--- config.mk ---
export PLATFORM = sky130hd
export DESIGN_NAME = heart_rate_from_beat_edges_top
export DESIGN_NICKNAME = d
export VERILOG_FILES = /design/src/rtl/hr_pkg.sv /design/src/rtl/hr_ctrl.sv /design/src/rtl/hr_dp.sv /design/src/rtl/heart_rate_from_beat_edges_top.sv
export SDC_FILE = /design/constraint.sdc
export NUM_CORES = 2
export LEC_CHECK = 0
export BUFFER_PORTS_ARGS = -buffer_cell sky130_fd_sc_hd__buf_4
export CORE_ASPECT_RATIO = 1.1
export CORE_MARGIN = 3
export CORE_UTILIZATION = 55
export CTS_CLUSTER_SIZE = 16
export DETAILED_ROUTE_END_ITERATION = 8
export PLACE_DENSITY_LB_ADDON = 0.25
export REMOVE_ABC_BUFFERS = 1
export SYNTH_ARGS = -nofsm -noshare
export SYNTH_HDL_FRONTEND = slang
export SYNTH_SLANG_ARGS = --single-unit
--- constraint.sdc ---
create_clock -name i_clk -period 6.59 [get_ports i_clk]
set_input_delay 0.9885 -clock i_clk [delete_from_list [all_inputs] [get_ports i_clk]]
set_output_delay 0.9885 -clock i_clk [all_outputs]
set_load 0.03 [all_outputs]
--- src/rtl/hr_pkg.sv ---
`timescale 1ns / 1ps

package hr_pkg;

    localparam int NOW_W       = 32;
    localparam int RATE_W      = 16;
    localparam int IVL_W       = 23;
    localparam int CFG_W       = 16;
    localparam int CFG_IDX_W   = 8;
    localparam int US_W        = 26;
    localparam int RECIP_W     = 29;
    localparam int PROD_W      = NOW_W + RECIP_W;
    localparam int QUO_W       = 16;
    localparam int DIV_CNT_W   = 4;
    localparam int BLEND_W     = RATE_W + 2;

    localparam int IN_TDATA_W  = 32;
    localparam int IN_TUSER_W  = 1;
    localparam int OUT_TDATA_W = 40;
    localparam int OUT_TUSER_W = 2;

    localparam logic [9:0]         US_PER_MS   = 10'd1000;
    localparam logic [QUO_W-1:0]   MS_PER_MIN  = 16'd60000;
    // ceil(2^38 / 1000): exact floor(x / 1000) for every 32-bit x
    localparam logic [RECIP_W-1:0] RECIP_MS    = 29'd274877907;
    localparam int                 RECIP_SHIFT = 38;

    localparam logic [US_W-1:0] REFR_US_RST = 26'd300000;
    localparam logic [US_W-1:0] TMO_US_RST  = 26'd3000000;

    localparam logic [CFG_IDX_W-1:0] REG_REFRACTORY = 8'd0;
    localparam logic [CFG_IDX_W-1:0] REG_TIMEOUT    = 8'd1;

    typedef struct packed {
        logic load_in;
        logic set_base;
        logic take_edge;
        logic scale;
        logic load_ivl;
        logic div_start;
        logic div_step;
        logic upd_rate;
        logic load_out;
    } t_cmd;

    typedef struct packed {
        logic edge_req;
        logic first;
        logic pass;
        logic ivl_zero;
        logic div_last;
        logic out_free;
    } t_sts;

endpackage

--- src/rtl/hr_ctrl.sv ---
`timescale 1ns / 1ps

module hr_ctrl (
    input  logic          i_clk,
    input  logic          i_rst_n,
    input  logic          i_in_valid,
    output logic          o_in_ready,
    input  hr_pkg::t_sts  i_sts,
    output hr_pkg::t_cmd  o_cmd
);
    import hr_pkg::*;

    typedef enum logic [6:0] {
        S_IDLE  = 7'b0000001,
        S_EVAL  = 7'b0000010,
        S_SCALE = 7'b0000100,
        S_MSEC  = 7'b0001000,
        S_DIV   = 7'b0010000,
        S_RATE  = 7'b0100000,
        S_PRES  = 7'b1000000
    } t_state;

    t_state r_state;
    t_state n_state;

    always_ff @(posedge i_clk) begin
        if (!i_rst_n) begin
            r_state <= S_IDLE;
        end else begin
            r_state <= n_state;
        end
    end

    assign o_in_ready = (r_state == S_IDLE);

    always_comb begin
        n_state = r_state;
        o_cmd   = '0;
        unique case (r_state)
            S_IDLE: begin
                if (i_in_valid) begin
                    o_cmd.load_in = 1'b1;
                    n_state       = S_EVAL;
                end
            end
            S_EVAL: begin
                if (!i_sts.edge_req) begin
                    n_state = S_PRES;
                end else if (i_sts.first) begin
                    // no stored edge yet: this one only sets the baseline
                    o_cmd.set_base = 1'b1;
                    n_state        = S_PRES;
                end else if (i_sts.pass) begin
                    o_cmd.take_edge = 1'b1;
                    n_state         = S_SCALE;
                end else begin
                    n_state = S_PRES;
                end
            end
            S_SCALE: begin
                o_cmd.scale = 1'b1;
                n_state     = S_MSEC;
            end
            S_MSEC: begin
                o_cmd.load_ivl = 1'b1;
                if (i_sts.ivl_zero) begin
                    n_state = S_PRES;
                end else begin
                    o_cmd.div_start = 1'b1;
                    n_state         = S_DIV;
                end
            end
            S_DIV: begin
                o_cmd.div_step = 1'b1;
                if (i_sts.div_last) begin
                    n_state = S_RATE;
                end
            end
            S_RATE: begin
                o_cmd.upd_rate = 1'b1;
                n_state        = S_PRES;
            end
            S_PRES: begin
                if (i_sts.out_free) begin
                    o_cmd.load_out = 1'b1;
                    n_state        = S_IDLE;
                end
            end
            default: begin
                n_state = S_IDLE;
            end
        endcase
    end

endmodule

--- src/rtl/hr_dp.sv ---
`timescale 1ns / 1ps

module hr_dp (
    input  logic                           i_clk,
    input  logic                           i_rst_n,
    input  hr_pkg::t_cmd                   i_cmd,
    output hr_pkg::t_sts                   o_sts,
    input  logic [hr_pkg::IN_TDATA_W-1:0]  i_in_tdata,
    input  logic [hr_pkg::IN_TUSER_W-1:0]  i_in_tuser,
    output logic                           o_out_valid,
    input  logic                           i_out_ready,
    output logic [hr_pkg::OUT_TDATA_W-1:0] o_out_tdata,
    output logic [hr_pkg::OUT_TUSER_W-1:0] o_out_tuser,
    input  logic                           i_cfg_valid,
    input  logic [hr_pkg::CFG_IDX_W-1:0]   i_cfg_index,
    input  logic [hr_pkg::CFG_W-1:0]       i_cfg_data
);
    import hr_pkg::*;

    // state kept across items
    logic [NOW_W-1:0]  r_last_edge;
    logic [NOW_W-1:0]  r_last_beat;
    logic              r_beat_seen;
    logic [RATE_W-1:0] r_smooth;
    logic [IVL_W-1:0]  r_last_ivl;
    logic [US_W-1:0]   r_refr_us;
    logic [US_W-1:0]   r_tmo_us;
    logic              r_out_valid;

    // per-item work registers
    logic [NOW_W-1:0]       r_now;
    logic                   r_edge;
    logic                   r_beat;
    logic [NOW_W-1:0]       r_since;
    logic [PROD_W-1:0]      r_prod;
    logic [IVL_W-1:0]       r_rem;
    logic [QUO_W-1:0]       r_quo;
    logic [DIV_CNT_W-1:0]   r_cnt;
    logic [OUT_TDATA_W-1:0] r_out_tdata;
    logic [OUT_TUSER_W-1:0] r_out_tuser;

    logic [NOW_W-1:0]   since;
    logic [NOW_W-1:0]   since_beat;
    logic [IVL_W-1:0]   ivl;
    logic [IVL_W:0]     rem_sh;
    logic [IVL_W:0]     rem_dif;
    logic               rem_ge;
    logic [BLEND_W-1:0] blend;
    logic               present;

    assign since      = r_now - r_last_edge;
    assign since_beat = r_now - r_last_beat;
    assign ivl        = r_prod[RECIP_SHIFT +: IVL_W];

    // one restoring step of 60000 / interval
    assign rem_sh  = {r_rem, r_quo[QUO_W-1]};
    assign rem_ge  = (rem_sh >= {1'b0, r_last_ivl});
    assign rem_dif = rem_sh - {1'b0, r_last_ivl};

    // (3 * old + new) / 4
    assign blend = ({2'b00, r_smooth} << 1) + {2'b00, r_smooth} + {2'b00, r_quo};

    // floor(elapsed / 1000) < timeout  <=>  elapsed < timeout * 1000
    assign present = r_beat_seen && (since_beat < {{(NOW_W-US_W){1'b0}}, r_tmo_us});

    assign o_sts.edge_req = r_edge;
    assign o_sts.first    = (r_last_edge == '0);
    assign o_sts.pass     = (since >= {{(NOW_W-US_W){1'b0}}, r_refr_us});
    assign o_sts.ivl_zero = (ivl == '0);
    assign o_sts.div_last = (r_cnt == {DIV_CNT_W{1'b1}});
    assign o_sts.out_free = !r_out_valid || i_out_ready;

    assign o_out_valid = r_out_valid;
    assign o_out_tdata = r_out_tdata;
    assign o_out_tuser = r_out_tuser;

    always_ff @(posedge i_clk) begin
        if (!i_rst_n) begin
            r_last_edge <= '0;
            r_last_beat <= '0;
            r_beat_seen <= 1'b0;
            r_smooth    <= '0;
            r_last_ivl  <= '0;
            r_refr_us   <= REFR_US_RST;
            r_tmo_us    <= TMO_US_RST;
            r_out_valid <= 1'b0;
        end else begin
            if (i_cfg_valid) begin
                unique case (i_cfg_index)
                    REG_REFRACTORY: r_refr_us <= US_W'(i_cfg_data) * US_W'(US_PER_MS);
                    REG_TIMEOUT:    r_tmo_us  <= US_W'(i_cfg_data) * US_W'(US_PER_MS);
                    default: begin
                    end
                endcase
            end
            if (i_cmd.set_base) begin
                r_last_edge <= r_now;
            end
            if (i_cmd.take_edge) begin
                r_last_edge <= r_now;
                r_last_beat <= r_now;
                r_beat_seen <= 1'b1;
            end
            if (i_cmd.load_ivl) begin
                r_last_ivl <= ivl;
            end
            if (i_cmd.upd_rate) begin
                if (r_smooth == '0) begin
                    r_smooth <= r_quo;
                end else begin
                    r_smooth <= blend[BLEND_W-1:2];
                end
            end
            if (i_cmd.load_out) begin
                r_out_valid <= 1'b1;
            end else if (i_out_ready) begin
                r_out_valid <= 1'b0;
            end
        end
    end

    always_ff @(posedge i_clk) begin
        if (i_cmd.load_in) begin
            r_now  <= i_in_tdata[NOW_W-1:0];
            r_edge <= i_in_tuser[0];
        end
        if (i_cmd.load_in) begin
            r_beat <= 1'b0;
        end else if (i_cmd.upd_rate) begin
            r_beat <= 1'b1;
        end
        if (i_cmd.take_edge) begin
            r_since <= since;
        end
        if (i_cmd.scale) begin
            r_prod <= PROD_W'(r_since) * PROD_W'(RECIP_MS);
        end
        if (i_cmd.div_start) begin
            r_rem <= '0;
            r_quo <= MS_PER_MIN;
            r_cnt <= '0;
        end else if (i_cmd.div_step) begin
            r_rem <= rem_ge ? rem_dif[IVL_W-1:0] : rem_sh[IVL_W-1:0];
            r_quo <= {r_quo[QUO_W-2:0], rem_ge};
            r_cnt <= r_cnt + 1'b1;
        end
        if (i_cmd.load_out) begin
            r_out_tdata <= {1'b0, r_last_ivl, r_smooth};
            r_out_tuser <= {present, r_beat};
        end
    end

endmodule

--- src/rtl/heart_rate_from_beat_edges_top.sv ---
`timescale 1ns / 1ps

// Heart rate from pulse edges. Each input item is a microsecond time stamp with a flag
// for a falling pulse edge; each item returns exactly one result with the beat flag,
// the smoothed rate in bpm, the last inter-beat interval in ms and signal presence.
// One item is handled at a time: a sample or a rejected edge goes through evaluation
// to the result, an edge less than one ms after the stored one also through scaling
// and ms conversion, and a counted beat further through the bit-serial divider, which
// forms 60000 / interval one quotient bit per cycle, and the rate update. The next item
// is accepted as soon as the result sits in the output register, even before it is
// taken; a result that finds the output register still full waits until that one is
// taken. Configuration writes are taken in any cycle and are meant for idle periods.
module heart_rate_from_beat_edges_top (
    input  logic                           i_clk,
    input  logic                           i_rst_n,
    input  logic                           s_axis_tvalid,
    output logic                           s_axis_tready,
    // [31:0] now_us
    input  logic [hr_pkg::IN_TDATA_W-1:0]  s_axis_tdata,
    // [0] edge_req
    input  logic [hr_pkg::IN_TUSER_W-1:0]  s_axis_tuser,
    output logic                           m_axis_tvalid,
    input  logic                           m_axis_tready,
    // [15:0] rate_bpm, [38:16] interval_ms, [39] zero
    output logic [hr_pkg::OUT_TDATA_W-1:0] m_axis_tdata,
    // [0] beat, [1] signal_present
    output logic [hr_pkg::OUT_TUSER_W-1:0] m_axis_tuser,
    input  logic                           i_cfg_valid,
    output logic                           o_cfg_ready,
    input  logic [hr_pkg::CFG_IDX_W-1:0]   i_cfg_index,
    input  logic [hr_pkg::CFG_W-1:0]       i_cfg_data
);
    import hr_pkg::*;

    t_cmd cmd;
    t_sts sts;

    assign o_cfg_ready = 1'b1;

    hr_ctrl u_ctrl (
        .i_clk      (i_clk),
        .i_rst_n    (i_rst_n),
        .i_in_valid (s_axis_tvalid),
        .o_in_ready (s_axis_tready),
        .i_sts      (sts),
        .o_cmd      (cmd)
    );

    hr_dp u_dp (
        .i_clk       (i_clk),
        .i_rst_n     (i_rst_n),
        .i_cmd       (cmd),
        .o_sts       (sts),
        .i_in_tdata  (s_axis_tdata),
        .i_in_tuser  (s_axis_tuser),
        .o_out_valid (m_axis_tvalid),
        .i_out_ready (m_axis_tready),
        .o_out_tdata (m_axis_tdata),
        .o_out_tuser (m_axis_tuser),
        .i_cfg_valid (i_cfg_valid),
        .i_cfg_index (i_cfg_index),
        .i_cfg_data  (i_cfg_data)
    );

endmodule

==> qor.txt <==
crit-path max FO: 5
clock buffer depth: 3
Worst-Margin Slew: 1.11 ns
distinct cell type count after synthesis: 81
Cells after Synth: 3550
Reg clk slew, reported paths: 0.06 ns
crit end category: register
Synth Flop Type: dfxtp_1
Async S/R FF share, synth: 0%
# fillers: 4844
Max Fclk: 140 MHz
total CTS buffers: 38
synth top area cells: fa_1 22%, ha_1 21%, dfxtp_1 12%
DP Wirelength: 67900 um
fin util: 66.1%
Initial DRC Count: 1295
die width: 245 um
I/O pin count: 107
VDD IR-drop max: 0.000473 V
Post-synth EDFFs: 129
Die ar.: 0.0656 mm^2
mux share of post-synthesis cell area: 2.04%
routed wire length: 87700 um
P&R area growth vs syn: 18.2%
Worst EP arrival: 7.46 ns
xor/xnor share of the synthesized area: 2.80%
antenna violations before repair: 0
Clock Skew: 0.0526 ns
via count: 26000
DRT Pass-1 Iters: 8
area leader, netlist: fa_1
Lkg Pwr: 19.0 nW
root buf cell: clkbuf_16
synthesized flop and latch total: 331
Top cell by count, worst path: buf_6
Hold WC Path Type: reg -> reg
Power Total: 0.0180 W
H-tree levels: 2
slowest CP cell: fa_2
pre-CTS setup slack: -1.29 ns
final hold violations: 0
min cycle time layout: 7.14 ns
Routed WL per cell: 18.5 um
Simple-Gate Fraction of Synth Area: 9.73%
failing checks: negative setup slack
RSZ-0062 raised after global routing: yes
max capacitance violation total: 0
vias in the first global route: 27000
ANT cells: 0
Post-Synth Adder-Cell Area: 42.8%
worst setup path class: reg -> reg
Placement Rows: 95
average cell area after synthesis: 9.69 um^2
final non-filler cell total: 4742
top cell type's share of synthesized area: 21.5%
Critical Path Source Type: register
first-pass GRT wire length: 140000 um
layout net count: 4906
grt ovf: 0
Clock Sinks: 331
crit share post-route: 108%
run status: complete, but fails checks
Seq/Total Area, Yosys: 23.0%
DP Area: 0.0375 mm^2
DRC: 0
area fraction in compound gates after synthesis: 10.9%
Slew headroom: 25.7%
Data required, critical path: 6.91 ns
Core ar.: 0.0616 mm^2
count of hold-fix buffers inserted at cts: 0
Final Slew Violations: 0
Die Ht: 268 um
Starting Density: 55.9%
CTS tree: built
All-Layer GR Usage: 27.0%
dpl cells: 4606
Placer Congestion: 0.898
fin area: 0.0407 mm^2
Yosys warning total: 0
synthesized cell area: 0.0344 mm^2
Critical Path Max Stage Delay: 0.53 ns
largest net degree at the start of global routing: 189
setup ws final: -0.552 ns
antenna viol nets, final: 0
I/O Buffers: 104
share of layout cells above drive strength 1: 16.2%
power density over the cells: 443 mW/mm^2
largest family of logic cells by synthesized area: adder cells
number of setup violations in the final report: 23
DR vias/cell: 5.48
Worst-Skew Late Latency: 0.60 ns
==> kinds of logic (layout without fill, tap and decap cells) <==
family                   after synthesis  after routing
AO/OA/AOI/OAI                        570            570
multiplexers                          70             70
flip-flops                           331            331
AND/OR/NAND/NOR                      727            727
buffers and inverters                784           1152
adder cells (fa/ha/maj)              956            956
XOR/XNOR                             110            110
other                                  2              2
==> layout by cell type, fill, tap and decap left out, types with 69 or more instances in the layout <==
master | Yosys | layout
a21oi_1 | 163 | 149
buf_4 | 2 | 321
dfxtp_1 | 202 | 202
edfxtp_1 | 129 | 129
fa_1 | 370 | 337
ha_1 | 586 | 523
inv_1 | 712 | 680
nand2_1 | 335 | 332
nor2_1 | 146 | 141
o21ai_0 | 98 | 88
xnor2_1 | 71 | 69
==> cell usage after synthesis (all sizes together) (9+ instances only) <==
library cell,n
a211oi,28
a21boi,53
a21o,48
a21oi,164
a31oi,13
and2,9
and3,16
buf,14
clkbuf,58
dfxtp,202
edfxtp,129
fa,370
ha,586
inv,712
mux2i,68
nand2,335
nand2b,23
nand3,35
nand4,23
nor2,146
nor2b,23
nor3,39
nor4,25
o211a,14
o211ai,39
o21a,23
o21ai,99
o21bai,20
o31ai,10
or3,15
xnor2,71
xor2,39
==> sequential cells by signal, indices dropped and copies added, names as in the netlist <==
signal	cells
u_dp.o_out_tdata	39
u_dp.r_last_beat	32
u_dp.r_last_edge	32
u_dp.r_now	32
u_dp.r_since	32
u_dp.r_last_ivl	23
u_dp.r_prod	23
u_dp.r_refr_us	23
u_dp.r_rem	23
u_dp.r_tmo_us	23
u_dp.r_quo	16
u_dp.r_smooth	16
u_ctrl.r_state	7
u_dp.r_cnt	4
u_dp.o_out_tuser	2
u_dp.o_out_valid	1
u_dp.r_beat	1
u_dp.r_beat_seen	1
u_dp.r_edge	1
==> worst paths after layout <==
path / from / end / slack (ns) / depth (start not counted)
setup / recovery: u_dp.r_since[8] / u_dp.r_prod[59] / -0.55 / 27
hold / removal: u_dp.r_beat / u_dp.o_out_tuser[0] / 0.43 / 0
setup reg to reg: u_dp.r_since[8] / u_dp.r_prod[59] / -0.55 / 27
hold reg to reg: u_dp.r_beat / u_dp.o_out_tuser[0] / 0.43 / 0
==> worst max-delay path: cells and delay by family (launching register included) <==
family / cells / cell delay (ns)
XOR/XNOR: 1 / 0.14
AO/OA/AOI/OAI: 5 / 0.64
adder cells (fa/ha/maj): 9 / 3.84
buffers and inverters: 9 / 0.91
flip-flops: 1 / 0.49
AND/OR/NAND/NOR: 3 / 0.87
==> per-layer routing <==
metal | share of wire (%) | up-vias | routed length (um) | global-route usage, %
li1 | - | 12500 | - | -
met1 | 40 | 12600 | 35200 | 32.7
met2 | 51 | 630 | 44400 | 48.5
met3 | 4.6 | 239 | 4000 | 3.73
met4 | 4.8 | 0 | 4180 | 11.2
met5 | 0 | - | 0 | 0
==> through the flow <==
step                      hold WS, ns  TNS, ns
after floorplan                 0.409  -177.66
after global placement          0.418   -17.99
after detailed placement        0.420   -20.64
after CTS                       0.433    -5.03
after global routing            0.453   -11.82
final                           0.433    -8.44
==> timing repair <==
item                                    in CTS  in global routing
buffers inserted                            57                 12
endpoints found under the setup margin      23                 23
gates resized for setup                    204                 54
pin swaps                                  153                 58
==> report_power, final <==
| part | total (W) | switching, W | leakage [nW] | internal, W |
|---|---|---|---|---|
| logic | 0.0133 | 0.00712 | 15.5 | 0.00617 |
| registers | 0.00254 | 0.000122 | 2.82 | 0.00242 |
| clock network | 0.00221 | 0.000931 | 0.623 | 0.00127 |
==> cell type report <==
class	count	area (um^2)	area share, %
multi-input cells	2435	24800	60.8
flip-flops and latches	331	7920	19.5
clock buffers	50	1060	2.60
clock inverters	20	245	0.603
well taps	824	1030	2.53
inverters	712	2670	6.57
repair buffers	370	3010	7.39
(Power assumes the default switching activity.)
